`src/rtl/cpg_pkg.sv`:
```
package cpg_pkg;

  // Chain dimensions.
  localparam int MAX_ARMS    = 8;
  localparam int PHASE_BITS  = 16;
  localparam int LENGTH_BITS = 10;
  localparam int ARM_IDX_W   = (MAX_ARMS > 1) ? $clog2(MAX_ARMS) : 1;
  localparam int ARM_CNT_W   = 5;

  // Field widths of the transactions and registers.
  localparam int CMD_W    = 2;
  localparam int CENTER_W = 12;
  localparam int COUNT_W  = 4;
  localparam int STEP_W   = 16;
  localparam int POINT_W  = 15;
  localparam int CFG_IDX_W = 2;

  // Commands carried on the input tuser.
  localparam logic [CMD_W-1:0] CMD_LOAD = 2'd0;
  localparam logic [CMD_W-1:0] CMD_STEP = 2'd1;
  localparam logic [CMD_W-1:0] CMD_ZERO = 2'd2;

  // Configuration register indexes.
  localparam logic [CFG_IDX_W-1:0] CFG_ARM_COUNT = 2'd0;
  localparam logic [CFG_IDX_W-1:0] CFG_CENTER_X  = 2'd1;
  localparam logic [CFG_IDX_W-1:0] CFG_CENTER_Y  = 2'd2;

  // Register reset values.
  localparam logic [COUNT_W-1:0]  ARM_COUNT_RST = 4'd1;
  localparam logic [CENTER_W-1:0] CENTER_RST    = 12'd500;

  // Rotator arithmetic.
  localparam int CORDIC_STEPS = 16;
  localparam int STAGE_W      = $clog2(CORDIC_STEPS);
  localparam int CORD_W       = 18;
  localparam int CORDIC_START = 19898;
  localparam int PROD_W       = LENGTH_BITS + 1 + CORD_W;
  localparam int ACC_W        = 34;
  localparam int FRAC_BITS    = 15;
  localparam int OUT_MIN      = -16384;
  localparam int OUT_MAX      = 16383;

  // One item travelling down the rotator chain.
  typedef struct packed {
    logic                     valid;
    logic                     first;
    logic                     last;
    logic                     flip;
    logic [LENGTH_BITS-1:0]   len;
    logic signed [CORD_W-1:0] x;
    logic signed [CORD_W-1:0] y;
    logic signed [CORD_W-1:0] z;
  } cordic_t;

  // Arctangent of 2^-i, in 1/65536 of a turn.
  function automatic logic signed [CORD_W-1:0] atan_turn(input logic [STAGE_W-1:0] i);
    logic signed [CORD_W-1:0] a;
    case (i)
      4'd0:    a = CORD_W'(8192);
      4'd1:    a = CORD_W'(4836);
      4'd2:    a = CORD_W'(2555);
      4'd3:    a = CORD_W'(1297);
      4'd4:    a = CORD_W'(651);
      4'd5:    a = CORD_W'(326);
      4'd6:    a = CORD_W'(163);
      4'd7:    a = CORD_W'(81);
      4'd8:    a = CORD_W'(41);
      4'd9:    a = CORD_W'(20);
      4'd10:   a = CORD_W'(10);
      4'd11:   a = CORD_W'(5);
      4'd12:   a = CORD_W'(3);
      4'd13:   a = CORD_W'(1);
      4'd14:   a = CORD_W'(1);
      default: a = '0;
    endcase
    return a;
  endfunction

  // Round half up out of the fraction and saturate to the point range.
  function automatic logic [POINT_W-1:0] finish_point(input logic signed [ACC_W-1:0] acc);
    logic signed [ACC_W-1:0] r;
    logic [POINT_W-1:0]      p;
    r = (acc + ACC_W'(16384)) >>> FRAC_BITS;
    if (r < ACC_W'(OUT_MIN)) begin
      p = POINT_W'(OUT_MIN);
    end else if (r > ACC_W'(OUT_MAX)) begin
      p = POINT_W'(OUT_MAX);
    end else begin
      p = r[POINT_W-1:0];
    end
    return p;
  endfunction

endpackage

```
`src/rtl/cpg_tip_accum.sv`:
```
module cpg_tip_accum
  import cpg_pkg::*;
(
  input  logic                clk,
  input  logic                rst_n,
  input  cordic_t             tip_in,
  input  logic [CENTER_W-1:0] center_x,
  input  logic [CENTER_W-1:0] center_y,
  input  logic                out_ready,
  output logic                out_valid,
  output logic [POINT_W-1:0]  point_x,
  output logic [POINT_W-1:0]  point_y,
  output logic                res_load
);

  logic                     mul_valid_r;
  logic                     mul_first_r;
  logic                     mul_last_r;
  logic                     mul_flip_r;
  logic signed [PROD_W-1:0] prod_x_r;
  logic signed [PROD_W-1:0] prod_y_r;

  logic signed [ACC_W-1:0]  acc_x_r;
  logic signed [ACC_W-1:0]  acc_y_r;
  logic signed [ACC_W-1:0]  acc_x_nxt;
  logic signed [ACC_W-1:0]  acc_y_nxt;
  logic signed [ACC_W-1:0]  base_x;
  logic signed [ACC_W-1:0]  base_y;
  logic                     done_r;

  logic                     out_valid_r;
  logic [POINT_W-1:0]       point_x_r;
  logic [POINT_W-1:0]       point_y_r;

  // Scale the unit vector by the arm length.
  always_ff @(posedge clk) begin
    if (!rst_n) begin
      mul_valid_r <= 1'b0;
    end else begin
      mul_valid_r <= tip_in.valid;
    end
    mul_first_r <= tip_in.first;
    mul_last_r  <= tip_in.last;
    mul_flip_r  <= tip_in.flip;
    prod_x_r    <= $signed({1'b0, tip_in.len}) * tip_in.x;
    prod_y_r    <= $signed({1'b0, tip_in.len}) * tip_in.y;
  end

  // The first arm starts from the centre; a folded phase subtracts its product.
  always_comb begin
    base_x = mul_first_r ? $signed(ACC_W'({center_x, {FRAC_BITS{1'b0}}})) : acc_x_r;
    base_y = mul_first_r ? $signed(ACC_W'({center_y, {FRAC_BITS{1'b0}}})) : acc_y_r;
    if (mul_flip_r) begin
      acc_x_nxt = base_x - ACC_W'(prod_x_r);
      acc_y_nxt = base_y - ACC_W'(prod_y_r);
    end else begin
      acc_x_nxt = base_x + ACC_W'(prod_x_r);
      acc_y_nxt = base_y + ACC_W'(prod_y_r);
    end
  end

  assign res_load = done_r && (!out_valid_r || out_ready);

  // Running sum of the chain; it holds the tip until the output register is free.
  always_ff @(posedge clk) begin
    if (!rst_n) begin
      done_r <= 1'b0;
    end else if (mul_valid_r && mul_last_r) begin
      done_r <= 1'b1;
    end else if (res_load) begin
      done_r <= 1'b0;
    end
    if (mul_valid_r) begin
      acc_x_r <= acc_x_nxt;
      acc_y_r <= acc_y_nxt;
    end
  end

  // Output register of the result channel.
  always_ff @(posedge clk) begin
    if (!rst_n) begin
      out_valid_r <= 1'b0;
    end else if (res_load) begin
      out_valid_r <= 1'b1;
    end else if (out_ready) begin
      out_valid_r <= 1'b0;
    end
    if (res_load) begin
      point_x_r <= finish_point(acc_x_r);
      point_y_r <= finish_point(acc_y_r);
    end
  end

  assign out_valid = out_valid_r;
  assign point_x   = point_x_r;
  assign point_y   = point_y_r;

endmodule

```
`config.mk`:
```
export PLATFORM = sky130hd
export DESIGN_NAME = cpg_tip_accum
export DESIGN_NICKNAME = d
export VERILOG_FILES = /design/src/rtl/cpg_pkg.sv /design/src/rtl/cpg_tip_accum.sv
export SDC_FILE = /design/constraint.sdc
export NUM_CORES = 1
export LEC_CHECK = 0
export BUFFER_PORTS_ARGS = -buffer_cell sky130_fd_sc_hd__buf_4
export CORE_UTILIZATION = 45
export CTS_BUF_LIST = sky130_fd_sc_hd__clkbuf_16
export DETAILED_ROUTE_END_ITERATION = 6
export PLACE_DENSITY = 0.62
export SLEW_MARGIN = 30
export SYNTH_ARGS = -nofsm -noshare
export SYNTH_HDL_FRONTEND = slang
export SYNTH_SLANG_ARGS = --single-unit
export TNS_END_PERCENT = 50
```
`constraint.sdc`:
```
create_clock -name clk -period 16.2 [get_ports clk]
set_input_delay 0.81 -clock clk [delete_from_list [all_inputs] [get_ports clk]]
set_output_delay 0.81 -clock clk [all_outputs]
set_load 0.05 [all_outputs]
```
==> impl_summary.md <==
Final layout
The layout-stage area growth over the synthesis result is 8.48%. The total inserted antenna cells is 0. For this run, the share of the core covered by cells in the final layout is 49.4%. The share of final-layout standard cells stronger than drive strength 1 is under 10%.

For this run, the post-layout net count is about 3200. The final design instance area without fill is around 25000 µm². The count of placed standard cells in the final layout, fillers left out is between 3000 and 4000.

Power
In this run the power spent charging and discharging nets is between 2 and 2.5 mW. The fraction of power spent switching nets is a little under half. The clock group share of total power is under 10%. Sequential cells burn around 17% of the power. Combinational logic is responsible for 74.5% of the overall power. The internal portion of the total power is ~2.6 mW.

VDD sags by at most 0.109 mV. Dividing total power by cell area gives a power density of slightly below 200 nW/µm². In this run the static leakage power is about 12 nW.

The overall power consumption is around 5.0 mW.

Route
The number of remaining DRC errors is 0. The routed wirelength normalized by instance count is 15.1 µm. The via total after detailed routing is 17000. In this run the remaining antenna-violating nets after routing total 0. The routed design has around 50000 µm of wire.

The first-pass iteration count of the detailed router is 5. The initial DRC count is roughly 750. Using the TritonRoute via totals, the vias-per-cell ratio works out to just over 5.

Worst setup path
Of all nets on the critical path, the largest fanout is 36. The critical path starts at tip_in[59]. For the worst setup path, the data arrival time is a little under 7 ns. The kind of launch point of the worst setup path is an input port. The worst setup path is of the input port to flip-flop kind.

The cell family contributing the most delay on the critical path is adder cells. Counting stages on the worst path, the most repeated cell is fa_1. The source of the worst register-to-register timing path is prod_x_r[3]$_DFF_P_. The slowest cell on the critical path is fa_1. The buffering stage count on the worst path with inverters included is 4. Walking the worst path, the cells encountered are buf_4 > nand2_1 > fa_1 > inv_1 > fa_1 > fa_1 > fa_1 > inv_1 > fa_1 > inv_1 > ha_1 > a21o_1 > a2111o_1 > a2111oi_2 > nor3_1 > o41a_1 > a221oi_2 > o21ai_1 > o21a_1 > nor2_1 > xnor2_1.

The flop-to-flop setup slack is 11.49 ns. The required time of the critical path is 16.57 ns. The critical path capture point type is a flip-flop.

The largest incremental delay on the critical path is 0.56 ns.

Synth
The largest family of logic cells by synthesized area is adder cells. Of the total synthesized cell area, the portion taken by XOR and XNOR cells is approximately 7.4%. The proportion of synthesized chip area in sequential cells is between 15 and 20%.

The proportion of synthesized flip-flops having asynchronous set or reset is 0%. Counting flops with a built-in enable in the synthesized netlist gives between 90 and 100. The synthesized netlist devotes slightly below 10% of its cell area to compound gates. The post-synthesis share of cell area spent on and, or, nand and nor gates is roughly 16%. The mapped cell area is ~23000 µm². By count the netlist is led by inv_1, fa_1, nand2_1, ha_1, and2_1.

For this run, the leading register cell type out of synthesis is edfxtp_1. The most used standard cell by instance count after synthesis is inv_1. The net count after synthesis is roughly 3200. The adder-cell area share of the yosys netlist is about two fifths. The flop and latch count out of synthesis is between 150 and 200.

The synthesized area per cell is just over 9 µm². Of the post-synthesis cell area, the part taken by muxes is approximately 1.2%. The synthesized design spends more area on one cell type than any other, namely fa_1. Ranked by total cell area, the synthesized netlist is headed by fa_1, edfxtp_1, ha_1, inv_1, xnor2_1. The area share of the largest cell type after synthesis is between 20% and 30%. In this run, distinct cell masters in the synthesized netlist total 75. Synthesis handed over a netlist of approximately 2600 instances. The Yosys step of the flow raised 0 warnings.

Timing
Measured against its own limit, the worst slew margin works out to roughly two fifths. The post-route worst setup slack is just under 10 ns. The measured slew at the worst slew-check pin is between 0.9 and 1 ns. The total count of hold-check failures in the final report came to 0. The setup clock skew after layout is 0.0159 ns.

Setup repair after global routing left no endpoint under its margin. The maximum clock rate is 156 MHz. The routed design could run at a clock period as short as about 6.4 ns. The final-layout setup total negative slack is 0 ns. The final critical path takes up between 30% and 40% of the cycle. The number of max-slew violations in the final report is 0.

Setup violations remaining at the end of the flow were counted as 0. The worst hold margin is between 0.4 and 0.5 ns.

GRT
The global routing met1 resource utilization is 27.3%. The first global-routing pass estimated roughly 87000 µm of wire. The number of antenna violations at the first check in global routing was 1. The layer flagged by global routing as most heavily used is met2. The leftover overflow at the end of global routing is 0. The routing usage on met2 is 34.0%.

Entering global routing, the biggest net connects 72 pins. The overall global routing resource usage is around 20%. Global routing used about 2.5% of the available met3 tracks. The number of global-route vias before repair was ~18000.

Floorplan
Once the floorplan was initialized, standard cells occupied between 40% and 50% of the core. The floorplan die area is 52900 µm². The area inside the core boundary is slightly above 50000 µm². The die span in x is about 230 µm. Measured along the y axis, the die boundary spans 230 µm. The total I/O pin count is 127. The floorplan has 83 rows.

Clocking
The clock root buffer is clkbuf_16. The number of buffers between clock root and the deepest sink is 2. The number of clock buffers added by TritonCTS is 17. The H-tree depth is 4.

For this design, the CTS-stage hold fixing added 0 buffers. Clock-pin slew was measured on the worst setup and hold paths at 0.06 ns. The number of gates resized after CTS is 0. At the later pin of the worst-skew pair, clock insertion delay measures 0.45 ns. The clock tree from TritonCTS is done. The TritonCTS sink count is about 160.

The post-CTS setup buffer count is 0.

Placement
The HPWL after detailed placement is about 41000 µm. The placement-stage worst setup slack is 9.28 ns. After detailed placement, the design holds a cell count of between 3000 and 4000. The standard cell area after detailed placement is about 25000 µm². The number of input and output port buffers inserted is between 100 and 150.

The weighted congestion reported at the end of routability-driven placement is approximately 0.87.

Run status
The run finished with clean final reports.

Flow run
The max-capacitance violation count is 0.

Hold path
The start point of the worst hold path is tip_in[64]. The worst hold path belongs to the class input port to flip-flop.
==> kinds of logic (layout without fill, tap and decap cells) <==
family / Yosys count / in the layout
adder cells (fa/ha/maj): 524 / 524
buffers and inverters: 569 / 624
AO/OA/AOI/OAI: 369 / 369
XOR/XNOR: 197 / 197
AND/OR/NAND/NOR: 736 / 736
flip-flops: 162 / 162
multiplexers: 26 / 26
==> path summary, 6_finish.rpt <==
| kind | end | cells past startpoint |
|---|---|---|
| min | mul_flip_r$_DFF_P_ | 1 |
| max reg2reg | acc_x_r[31]$_DFFE_PP_ | 16 |
| min reg2reg | out_valid$_SDFFE_PN0P_ | 1 |
| max | prod_y_r[28]$_DFF_P_ | 21 |
==> state kept, by name (all words and copies together), names as in the netlist <==
name and cells:
acc_x_r 34, acc_y_r 34, done_r 1, mul_first_r 1, mul_flip_r 1, mul_last_r 1
mul_valid_r 1, out_valid 1, point_x 15, point_y 15, prod_x_r 29, prod_y_r 29
==> final cells by class <==
class | count | area [µm²]
multi-input cells | 1852 | 17000
flip-flops and latches | 162 | 4230
clock inverters | 15 | 168
fillers | 4801 | 25900
clock buffers | 17 | 425
inverters | 477 | 1790
well taps | 680 | 851
repair buffers | 115 | 881
==> worst reg2reg max path: stages, from the launching register on <==
cell,delay (ns)
dfxtp_1,0.34
or3_1,0.39
nor3b_1,0.65
nand2_1,0.18
nor3b_1,0.47
a21oi_1,0.15
xnor2_1,0.18
ha_1,0.37
nand3_1,0.17
inv_1,0.05
a221oi_1,0.35
a21boi_0,0.18
o21a_1,0.24
o211ai_1,0.24
nor2b_1,0.24
a21oi_1,0.11
xor2_1,0.14
==> cells in the final DEF (no fill, tap or decap), drive strengths merged, types with 3 or more instances in the layout <==
cell / instances
bufinv: 3
clkinv: 7
buf: 115
o21ai: 55
mux2i: 5
and3: 22
nor2b: 57
nand2: 264
nor3b: 5
xnor2: 154
a221o: 4
fa: 324
nor3: 31
ha: 200
o21a: 24
a21o: 39
a21boi: 4
xor2: 43
clkbuf: 17
nor2: 104
a31oi: 18
nand4: 8
and2: 173
a21oi: 157
a2111oi: 3
nand2b: 17
or2: 4
inv: 479
or3: 5
o211ai: 9
a221oi: 4
a211oi: 10
nor4: 9
nand3: 30
dfxtp: 64
mux2: 21
o21bai: 15
clkinvlp: 3
edfxtp: 98
==> power groups by stage <==
stage	clock network [mW]	logic [mW]	registers, mW
final	0.411	3.73	0.863
after global routing	0.436	4.27	0.884
after CTS	0.419	3.75	0.860
after detailed placement	0	3.73	0.869
after global placement	0	3.63	0.862
after floorplan	0	2.96	0.834
==> layer usage <==
layer | vias to the layer above | wire length [µm]
li1 | 8249 | -
met1 | 8417 | 23800
met2 | 331 | 23800
met3 | 34 | 2110
met4 | 2 | 500
met5 | - | 13
Note: power is estimated with default switching activity, not from simulation.
