## src/rtl/cpg_pkg.sv

```systemverilog
package cpg_pkg;

  // Chain dimensions.
  localparam int MAX_ARMS    = 8;
  localparam int PHASE_BITS  = 16;
  localparam int LENGTH_BITS = 10;
  localparam int ARM_IDX_W   = (MAX_ARMS > 1) ? $clog2(MAX_ARMS) : 1;
  localparam int ARM_CNT_W   = 5;

  // Field widths of the transactions and registers.
  localparam int CMD_W    = 2;
  localparam int CENTER_W = 12;
  localparam int COUNT_W  = 4;
  localparam int STEP_W   = 16;
  localparam int POINT_W  = 15;
  localparam int CFG_IDX_W = 2;

  // Commands carried on the input tuser.
  localparam logic [CMD_W-1:0] CMD_LOAD = 2'd0;
  localparam logic [CMD_W-1:0] CMD_STEP = 2'd1;
  localparam logic [CMD_W-1:0] CMD_ZERO = 2'd2;

  // Configuration register indexes.
  localparam logic [CFG_IDX_W-1:0] CFG_ARM_COUNT = 2'd0;
  localparam logic [CFG_IDX_W-1:0] CFG_CENTER_X  = 2'd1;
  localparam logic [CFG_IDX_W-1:0] CFG_CENTER_Y  = 2'd2;

  // Register reset values.
  localparam logic [COUNT_W-1:0]  ARM_COUNT_RST = 4'd1;
  localparam logic [CENTER_W-1:0] CENTER_RST    = 12'd500;

  // Rotator arithmetic.
  localparam int CORDIC_STEPS = 16;
  localparam int STAGE_W      = $clog2(CORDIC_STEPS);
  localparam int CORD_W       = 18;
  localparam int CORDIC_START = 19898;
  localparam int PROD_W       = LENGTH_BITS + 1 + CORD_W;
  localparam int ACC_W        = 34;
  localparam int FRAC_BITS    = 15;
  localparam int OUT_MIN      = -16384;
  localparam int OUT_MAX      = 16383;

  // One item travelling down the rotator chain.
  typedef struct packed {
    logic                     valid;
    logic                     first;
    logic                     last;
    logic                     flip;
    logic [LENGTH_BITS-1:0]   len;
    logic signed [CORD_W-1:0] x;
    logic signed [CORD_W-1:0] y;
    logic signed [CORD_W-1:0] z;
  } cordic_t;

  // Arctangent of 2^-i, in 1/65536 of a turn.
  function automatic logic signed [CORD_W-1:0] atan_turn(input logic [STAGE_W-1:0] i);
    logic signed [CORD_W-1:0] a;
    case (i)
      4'd0:    a = CORD_W'(8192);
      4'd1:    a = CORD_W'(4836);
      4'd2:    a = CORD_W'(2555);
      4'd3:    a = CORD_W'(1297);
      4'd4:    a = CORD_W'(651);
      4'd5:    a = CORD_W'(326);
      4'd6:    a = CORD_W'(163);
      4'd7:    a = CORD_W'(81);
      4'd8:    a = CORD_W'(41);
      4'd9:    a = CORD_W'(20);
      4'd10:   a = CORD_W'(10);
      4'd11:   a = CORD_W'(5);
      4'd12:   a = CORD_W'(3);
      4'd13:   a = CORD_W'(1);
      4'd14:   a = CORD_W'(1);
      default: a = '0;
    endcase
    return a;
  endfunction

  // Round half up out of the fraction and saturate to the point range.
  function automatic logic [POINT_W-1:0] finish_point(input logic signed [ACC_W-1:0] acc);
    logic signed [ACC_W-1:0] r;
    logic [POINT_W-1:0]      p;
    r = (acc + ACC_W'(16384)) >>> FRAC_BITS;
    if (r < ACC_W'(OUT_MIN)) begin
      p = POINT_W'(OUT_MIN);
    end else if (r > ACC_W'(OUT_MAX)) begin
      p = POINT_W'(OUT_MAX);
    end else begin
      p = r[POINT_W-1:0];
    end
    return p;
  endfunction

endpackage

```

## src/rtl/cpg_cordic_cell.sv

```systemverilog
module cpg_cordic_cell
  import cpg_pkg::*;
(
  input  logic               clk,
  input  logic               rst_n,
  input  logic [STAGE_W-1:0] stage,
  input  cordic_t            cell_in,
  output cordic_t            cell_out
);

  cordic_t cell_r;
  cordic_t cell_nxt;

  // One micro-rotation; the shift and angle follow this cell's place in the row.
  always_comb begin
    logic signed [CORD_W-1:0] xs;
    logic signed [CORD_W-1:0] ys;
    logic signed [CORD_W-1:0] zs;
    xs = cell_in.x;
    ys = cell_in.y;
    zs = cell_in.z;
    cell_nxt = cell_in;
    if (zs >= 0) begin
      cell_nxt.x = xs - (ys >>> stage);
      cell_nxt.y = ys + (xs >>> stage);
      cell_nxt.z = zs - atan_turn(stage);
    end else begin
      cell_nxt.x = xs + (ys >>> stage);
      cell_nxt.y = ys - (xs >>> stage);
      cell_nxt.z = zs + atan_turn(stage);
    end
  end

  // Hand the result to the next cell every cycle.
  always_ff @(posedge clk) begin
    if (!rst_n) begin
      cell_r.valid <= 1'b0;
    end else begin
      cell_r <= cell_nxt;
    end
  end

  assign cell_out = cell_r;

endmodule

```

## config.mk

```make
export PLATFORM = sky130hd
export DESIGN_NAME = cpg_cordic_cell
export DESIGN_NICKNAME = d
export VERILOG_FILES = /design/src/rtl/cpg_pkg.sv /design/src/rtl/cpg_cordic_cell.sv
export SDC_FILE = /design/constraint.sdc
export NUM_CORES = 1
export LEC_CHECK = 0
export ABC_AREA = 1
export BUFFER_PORTS_ARGS = -buffer_cell sky130_fd_sc_hd__buf_4
export CAP_MARGIN = 20
export CORE_MARGIN = 2
export CORE_UTILIZATION = 58
export DETAILED_ROUTE_END_ITERATION = 8
export PLACE_DENSITY = 0.83
export SYNTH_ARGS = -nofsm -noshare
export SYNTH_HDL_FRONTEND = slang
export SYNTH_SLANG_ARGS = --single-unit
export TNS_END_PERCENT = 10
```

## constraint.sdc

```tcl
create_clock -name clk -period 3.97 [get_ports clk]
set_input_delay 0.1985 -clock clk [delete_from_list [all_inputs] [get_ports clk]]
set_output_delay 0.1985 -clock clk [all_outputs]
set_load 0.01 [all_outputs]
```

==> results of run 1 <==
[stage by stage]
step	area (um^2)	instances	worst slack, ns	utilization (%)	hold WS [ns]
detailed placement	8860	1372	0.00801	70.5	0.378
global route	9190	1388	0.0187	73.1	0.0157
global placement	8860	1372	0.108	70.5	0.377
finish	9190	1388	0.328	73.1	0.0210
floorplan	7450	1045	0.655	-	0.292
CTS	9180	1388	0.370	73.1	0.0165
[cells in the final DEF (no fill, tap or decap), types with 11 or more instances in the layout]
cell type / netlist / routed
nand2_1: 298 / 298
buf_4: 4 / 185
nand3_1: 141 / 141
inv_1: 93 / 93
a21oi_1: 67 / 67
edfxtp_1: 67 / 67
nor2_1: 64 / 63
xor2_1: 62 / 62
ha_1: 61 / 61
o21ai_0: 25 / 25
xnor2_1: 23 / 23
nand2_2: 17 / 17
o21ai_1: 11 / 11
[power groups by stage]
stage	clock network [mW]	logic [mW]	registers (mW)
6_report	0.886	1.65	1.07
3_3_place_gp	0	1.59	1.08
3_5_place_dp	0	1.62	1.08
5_1_grt	0.914	1.81	1.09
4_1_cts	0.889	1.64	1.07
2_1_floorplan	0	0.934	1.17
[cells by family (layout without fill, tap and decap cells)]
kind of cell,Yosys count,after routing,synth area share [%]
fa+ha+maj,64,64,11.1
buf+inv,132,303,8.02
xor+xnor,85,85,10.0
compound gates,139,139,10.8
flops,68,68,27.3
simple gates,557,557,32.9
[routing by layer]
metal,track usage [%],vias up
met3,5.16,37
met1,41.1,3480
met2,49.1,303
met5,0,-
met4,10.5,0
li1,-,3841
[final cells by class]
class | instances | share of cell area [%]
inverters | 101 | 4.21
clock inverters | 7 | 1.08
clock buffers | 9 | 2.45
flip-flops and latches | 68 | 22.1
well taps | 172 | 2.34
multi-input cells | 845 | 52.5
repair buffers | 186 | 15.3
[worst max-delay path, cell delays in order]
cell      delay, ns
buf_4          0.25
inv_4          0.12
buf_4          0.18
ha_1           0.28
nor2_2         0.18
nor2_1         0.06
nand2_1        0.06
nand2_1        0.09
ha_1           0.23
nand2_1        0.11
nor3_2         0.05
nor2_1         0.13
xor2_1         0.18
inv_1          0.06
ha_1           0.35
nand2_1        0.10
nor2_1         0.14
o21ai_0        0.13
o211ai_1       0.14
nor2_1         0.12
o21bai_1       0.27
nand3_1        0.13
nand2_1        0.10
xor2_1         0.06
[worst paths after layout]
check / from / to / slack (ns) / depth (start not counted)
setup / recovery: stage[1] / cell_out[15] / 0.33 / 24
hold / removal: cell_in[60] / cell_out[60] / 0.02 / 1
[timing repair]
| item | 4_1_cts | 5_1_grt |
|---|---|---|
| hold buffers | 0 | 0 |
| setup endpoints to repair | 0 | 1 |
| resized for setup | 0 | 1 |
==> flow_summary.yaml, run 1 <==
run_status:
  status: "finished clean"
sta:
  rsz0062_at_grt: "no"
  setup_viol: 0
  slew_viol_final: 0
  period_needed_ns: 3.64
  worstMarginPinSlew_ns: 0.866
  slew_headroom_pct: 42.2
  tns_ns: 0
  max_freq_mhz: 275
  hold_viol: 0
  layout_worst_path_cycle_share_pct: 91.7
cells_and_area:
  area_delta_synth_final_pct: 23.4
  diodes: 0
  seqCellArea_um2: 2030
  largest_reg_flops: 68
  n_fill_cell: 1055
  multiInputGateArea_um2: 4820
  nets: 1349
  drive_above_1_share_pct: 21.3
die:
  core_um2: 12600
  die_w_um: 117
  ios: 142
  start_util_pct: 59.2
  fp.dieH_um: 117
  rows: 41
  die-area_um2: 13800
synth:
  synthTopCellsByCount: "298 x nand2_1, 141 x nand3_1, 93 x inv_1, 67 x a21oi_1, 67 x edfxtp_1"
  synthArstFlopShare_pct: 0
  synth-edff-count: 67
  synth_seq_cells: 68
  netlist_area_um2: 7450
  synth_area_leaders: "edfxtp_1 27%, nand2_1 15%, ha_1 10%"
  yosys.area.top_type: "edfxtp_1"
  syn_area_per_cell_um2: 7.13
  synth_most_common_cell: "nand2_1"
  synth_top_area_share_pct: 27.0
  synth-main-ff-cell: "edfxtp_1"
  synth_nets: 1183
  ys_seq_area_share_pct: 27.3
  ys.warnings.count: 0
  synthDistinctLibCells: 45
  netlist_instances: 1045
pwr:
  power_per_cell_area_nw_per_um2: 392
  p_seq_share_pct: 29.6
  leakagePower_nw: 4.64
  internal_power_mw: 2.29
  switching_power_mw: 1.31
  p_clk_share_pct: 24.6
  p_total_mw: 3.60
  pwr-share-comb_pct: 45.7
  swShare_pct: 36.4
  ir_drop_uv: 274
clock_network:
  cts_buffers: 9
  clock_sinks: 68
  cts.htree.levels: 3
  cts-root-buf: "clkbuf_16"
  postCtsSetupBuffers: 0
  cts_tree: "yes"
  path_clk_slew_ns: 0.06
  ctsLongestPathBuffers: 2
detailed_routing:
  dr_total_vias: 7661
  ant_nets: 0
  drc_errors: 0
  wl_per_cell_um: 15.2
  top_layer_used: "met4"
  firstDrtPassIters: 7
  first_iter_violations: 707
  wl_met3_um: 1470
  routed-wl-met2_um: 9670
  viasPerCell: 5.52
  wirelength_met1_um: 9490
  wirelength_um: 21000
global_routing:
  grt_pass1_wl_um: 34100
  first_global_vias: 7073
  grt_max_degree: 69
  grt_overflow: 0
  grt_usage_pct: 30.3
  antenna_found_initial: 0
flow_run:
  drv_cap: 0
placement:
  gp_congestion: 0.984
  dpl.hpwl_um: 16700
  io_buffers: 141
min_path:
  hp-class: "primary input to flop"
critical_path:
  worstSetupPathType: "primary input to flop"
  cp-end-kind: "flop"
  cp_data_required_time_ns: 4.07
  cp.arrival_ns: 3.74
  crit_path_start_kind: "primary input"
  cp_max_fo: 21
(Power assumes the default switching activity.)
==> run 2, diff against run 1 <==
Settings changed: BUFFER_PORTS_ARGS -buffer_cell sky130_fd_sc_hd__buf_4 to -buffer_cell sky130_fd_sc_hd__buf_2, PLACE_DENSITY 0.83 to 0.92.
==> run 2 against run 1 <==
  * Utilization is 3.8 points lower
  * First-iteration DRC count decreased by 4.0%
  * Setup slack lost 0.028 ns
  * Sequential power about the same
  * Non-clock buffer count shrank 12
  * Die area did not move
  * Critical endpoint is now cell_out[35]
  * Highest routed layer unchanged
==> flow_summary.yaml, run 2 (same netlist as run 1, synthesis figures left out) <==
placement:
  io_buffers: 141
  gp_congestion: 0.980
  dpl.hpwl_um: 17300
global_routing:
  antenna_found_initial: 0
  grt_pass1_wl_um: 35500
  grt_max_degree: 48
  first_global_vias: 7496
  grt_overflow: 0
  grt_usage_pct: 31.6
critical_path:
  worstSetupPathType: "primary input to flop"
  cp_data_required_time_ns: 4.06
  cp.arrival_ns: 3.76
  crit_path_start_kind: "primary input"
  cp_max_fo: 18
  cp-end-kind: "flop"
detailed_routing:
  first_iter_violations: 679
  viasPerCell: 5.63
  dr_total_vias: 7745
  wirelength_um: 22000
  wl_per_cell_um: 16.0
  ant_nets: 0
  firstDrtPassIters: 5
  drc_errors: 0
sta:
  period_needed_ns: 3.67
  slew_viol_final: 0
  hold_slack_ns: 0.0212
  worstMarginPinSlew_ns: 0.637
  hold_viol: 0
  layout_worst_path_cycle_share_pct: 92.5
  setup_viol: 0
  rsz0062_at_grt: "no"
  max_freq_mhz: 272
  slew_headroom_pct: 57.5
pwr:
  ir_drop_uv: 270
  p_total_mw: 3.36
  power_per_cell_area_nw_per_um2: 386
  leakagePower_nw: 4.44
clock_network:
  cts_buffers: 9
  cts_tree: "yes"
  path_clk_slew_ns: 0.06
  ctsLongestPathBuffers: 2
  cts-root-buf: "clkbuf_16"
  clock_sinks: 68
  cts.htree.levels: 3
  postCtsSetupBuffers: 0
die:
  start_util_pct: 59.2
  die_w_um: 117
  core_um2: 12600
  rows: 41
  ios: 142
  fp.dieH_um: 117
  die-area_um2: 13800
run_status:
  status: "finished clean"
min_path:
  min_from: "cell_in[56]"
  min_path_cells: 1
  worstHoldEndpoint: "cell_out[56]"
  hp-class: "primary input to flop"
cells_and_area:
  diodes: 0
  n_fill_cell: 1117
  largest_reg_flops: 68
  layout_common_cells: "298 x nand2_1, 141 x nand3_1, 140 x buf_2"
  area_delta_synth_final_pct: 17.0
  nets: 1337
  final_common_cell: "nand2_1"
  post-route-util_pct: 69.3
  drive_above_1_share_pct: 20.6
flow_run:
  drv_cap: 0
[run 2: cell types whose count changed in the layout (fill, tap and decap cells not counted), sizes merged]
cell,before,now
buf,186,173
clkbuf,9,10
clkinvlp,1,3
bufinv,2,0
clkinv,3,2
[run 2: worst max path at each step]
stage,from,endpoint,slack (ns),depth (start not counted)
after global routing,stage[1],cell_out[33],0.03,24
after global placement,stage[1],cell_out[35],-0.04,24
after CTS,stage[1],cell_out[35],0.24,24
after floorplan,stage[0],cell_out[14],0.65,20
final,stage[0],cell_out[35],0.30,25
after detailed placement,stage[1],cell_out[35],-0.08,24
[run 2: layout make-up]
type                    instances  area [um^2]  area share [%]
multi-input cells             845         4830            55.5
flip-flops and latches         68         2030            23.3
repair buffers                174          981            11.3
inverters                     101          387            4.44
clock buffers                   9          225            2.58
well taps                     172          215            2.47
clock inverters                 6         41.3           0.474
[run 2: critical path, stage by stage]
cell and delay [ns]:
buf_2 0.15, buf_4 0.21, nand2_1 0.09, nand3_1 0.11
nand3_1 0.14, nand3_1 0.19, nand2_2 0.14, ha_1 0.18
inv_1 0.06, nor2_2 0.12, nand3_1 0.20, nor2_1 0.23
nand4_1 0.13, nand3_1 0.09, nand2_1 0.07, ha_1 0.29
inv_1 0.06, nor3_1 0.19, buf_4 0.15, nand2_1 0.09
or2_2 0.32, o311ai_2 0.09, inv_1 0.08, nand3_1 0.09
nand2_1 0.07
[run 2: what timing repair did]
action,4_1_cts,5_1_grt
resized for setup,0,7
hold buffers,0,0
endpoints found under the setup margin,0,6
[run 2: stage by stage]
| step | cell area, um^2 | instances | setup WS (ns) | setup TNS (ns) |
|---|---|---|---|---|
| after detailed placement | 8410 | 1359 | -0.0811 | -0.110 |
| after CTS | 8680 | 1374 | 0.235 | 0 |
| after floorplan | 7450 | 1045 | 0.655 | 0 |
| final | 8710 | 1375 | 0.300 | 0 |
| after global placement | 8410 | 1359 | -0.0352 | -0.0352 |
| after global routing | 8710 | 1375 | 0.0300 | 0 |
[run 2: power by group]
part           total [mW]  switching [mW]  internal [mW]  leakage (nW)
Clock               0.757           0.338          0.419         0.124
Sequential           1.06          0.0380           1.02         0.664
Combinational        1.55           0.954          0.591          3.65
Total                3.36            1.33           2.03          4.44
[run 2: metal layers]
layer / up-vias / track usage [%] / share of wire [%]
li1: 3799 / - / -
met1: 3551 / 39.4 / 42
met2: 330 / 53.5 / 48
met3: 65 / 6.18 / 7.4
met4: 0 / 13.4 / 3.3
met5: - / 0 / 0
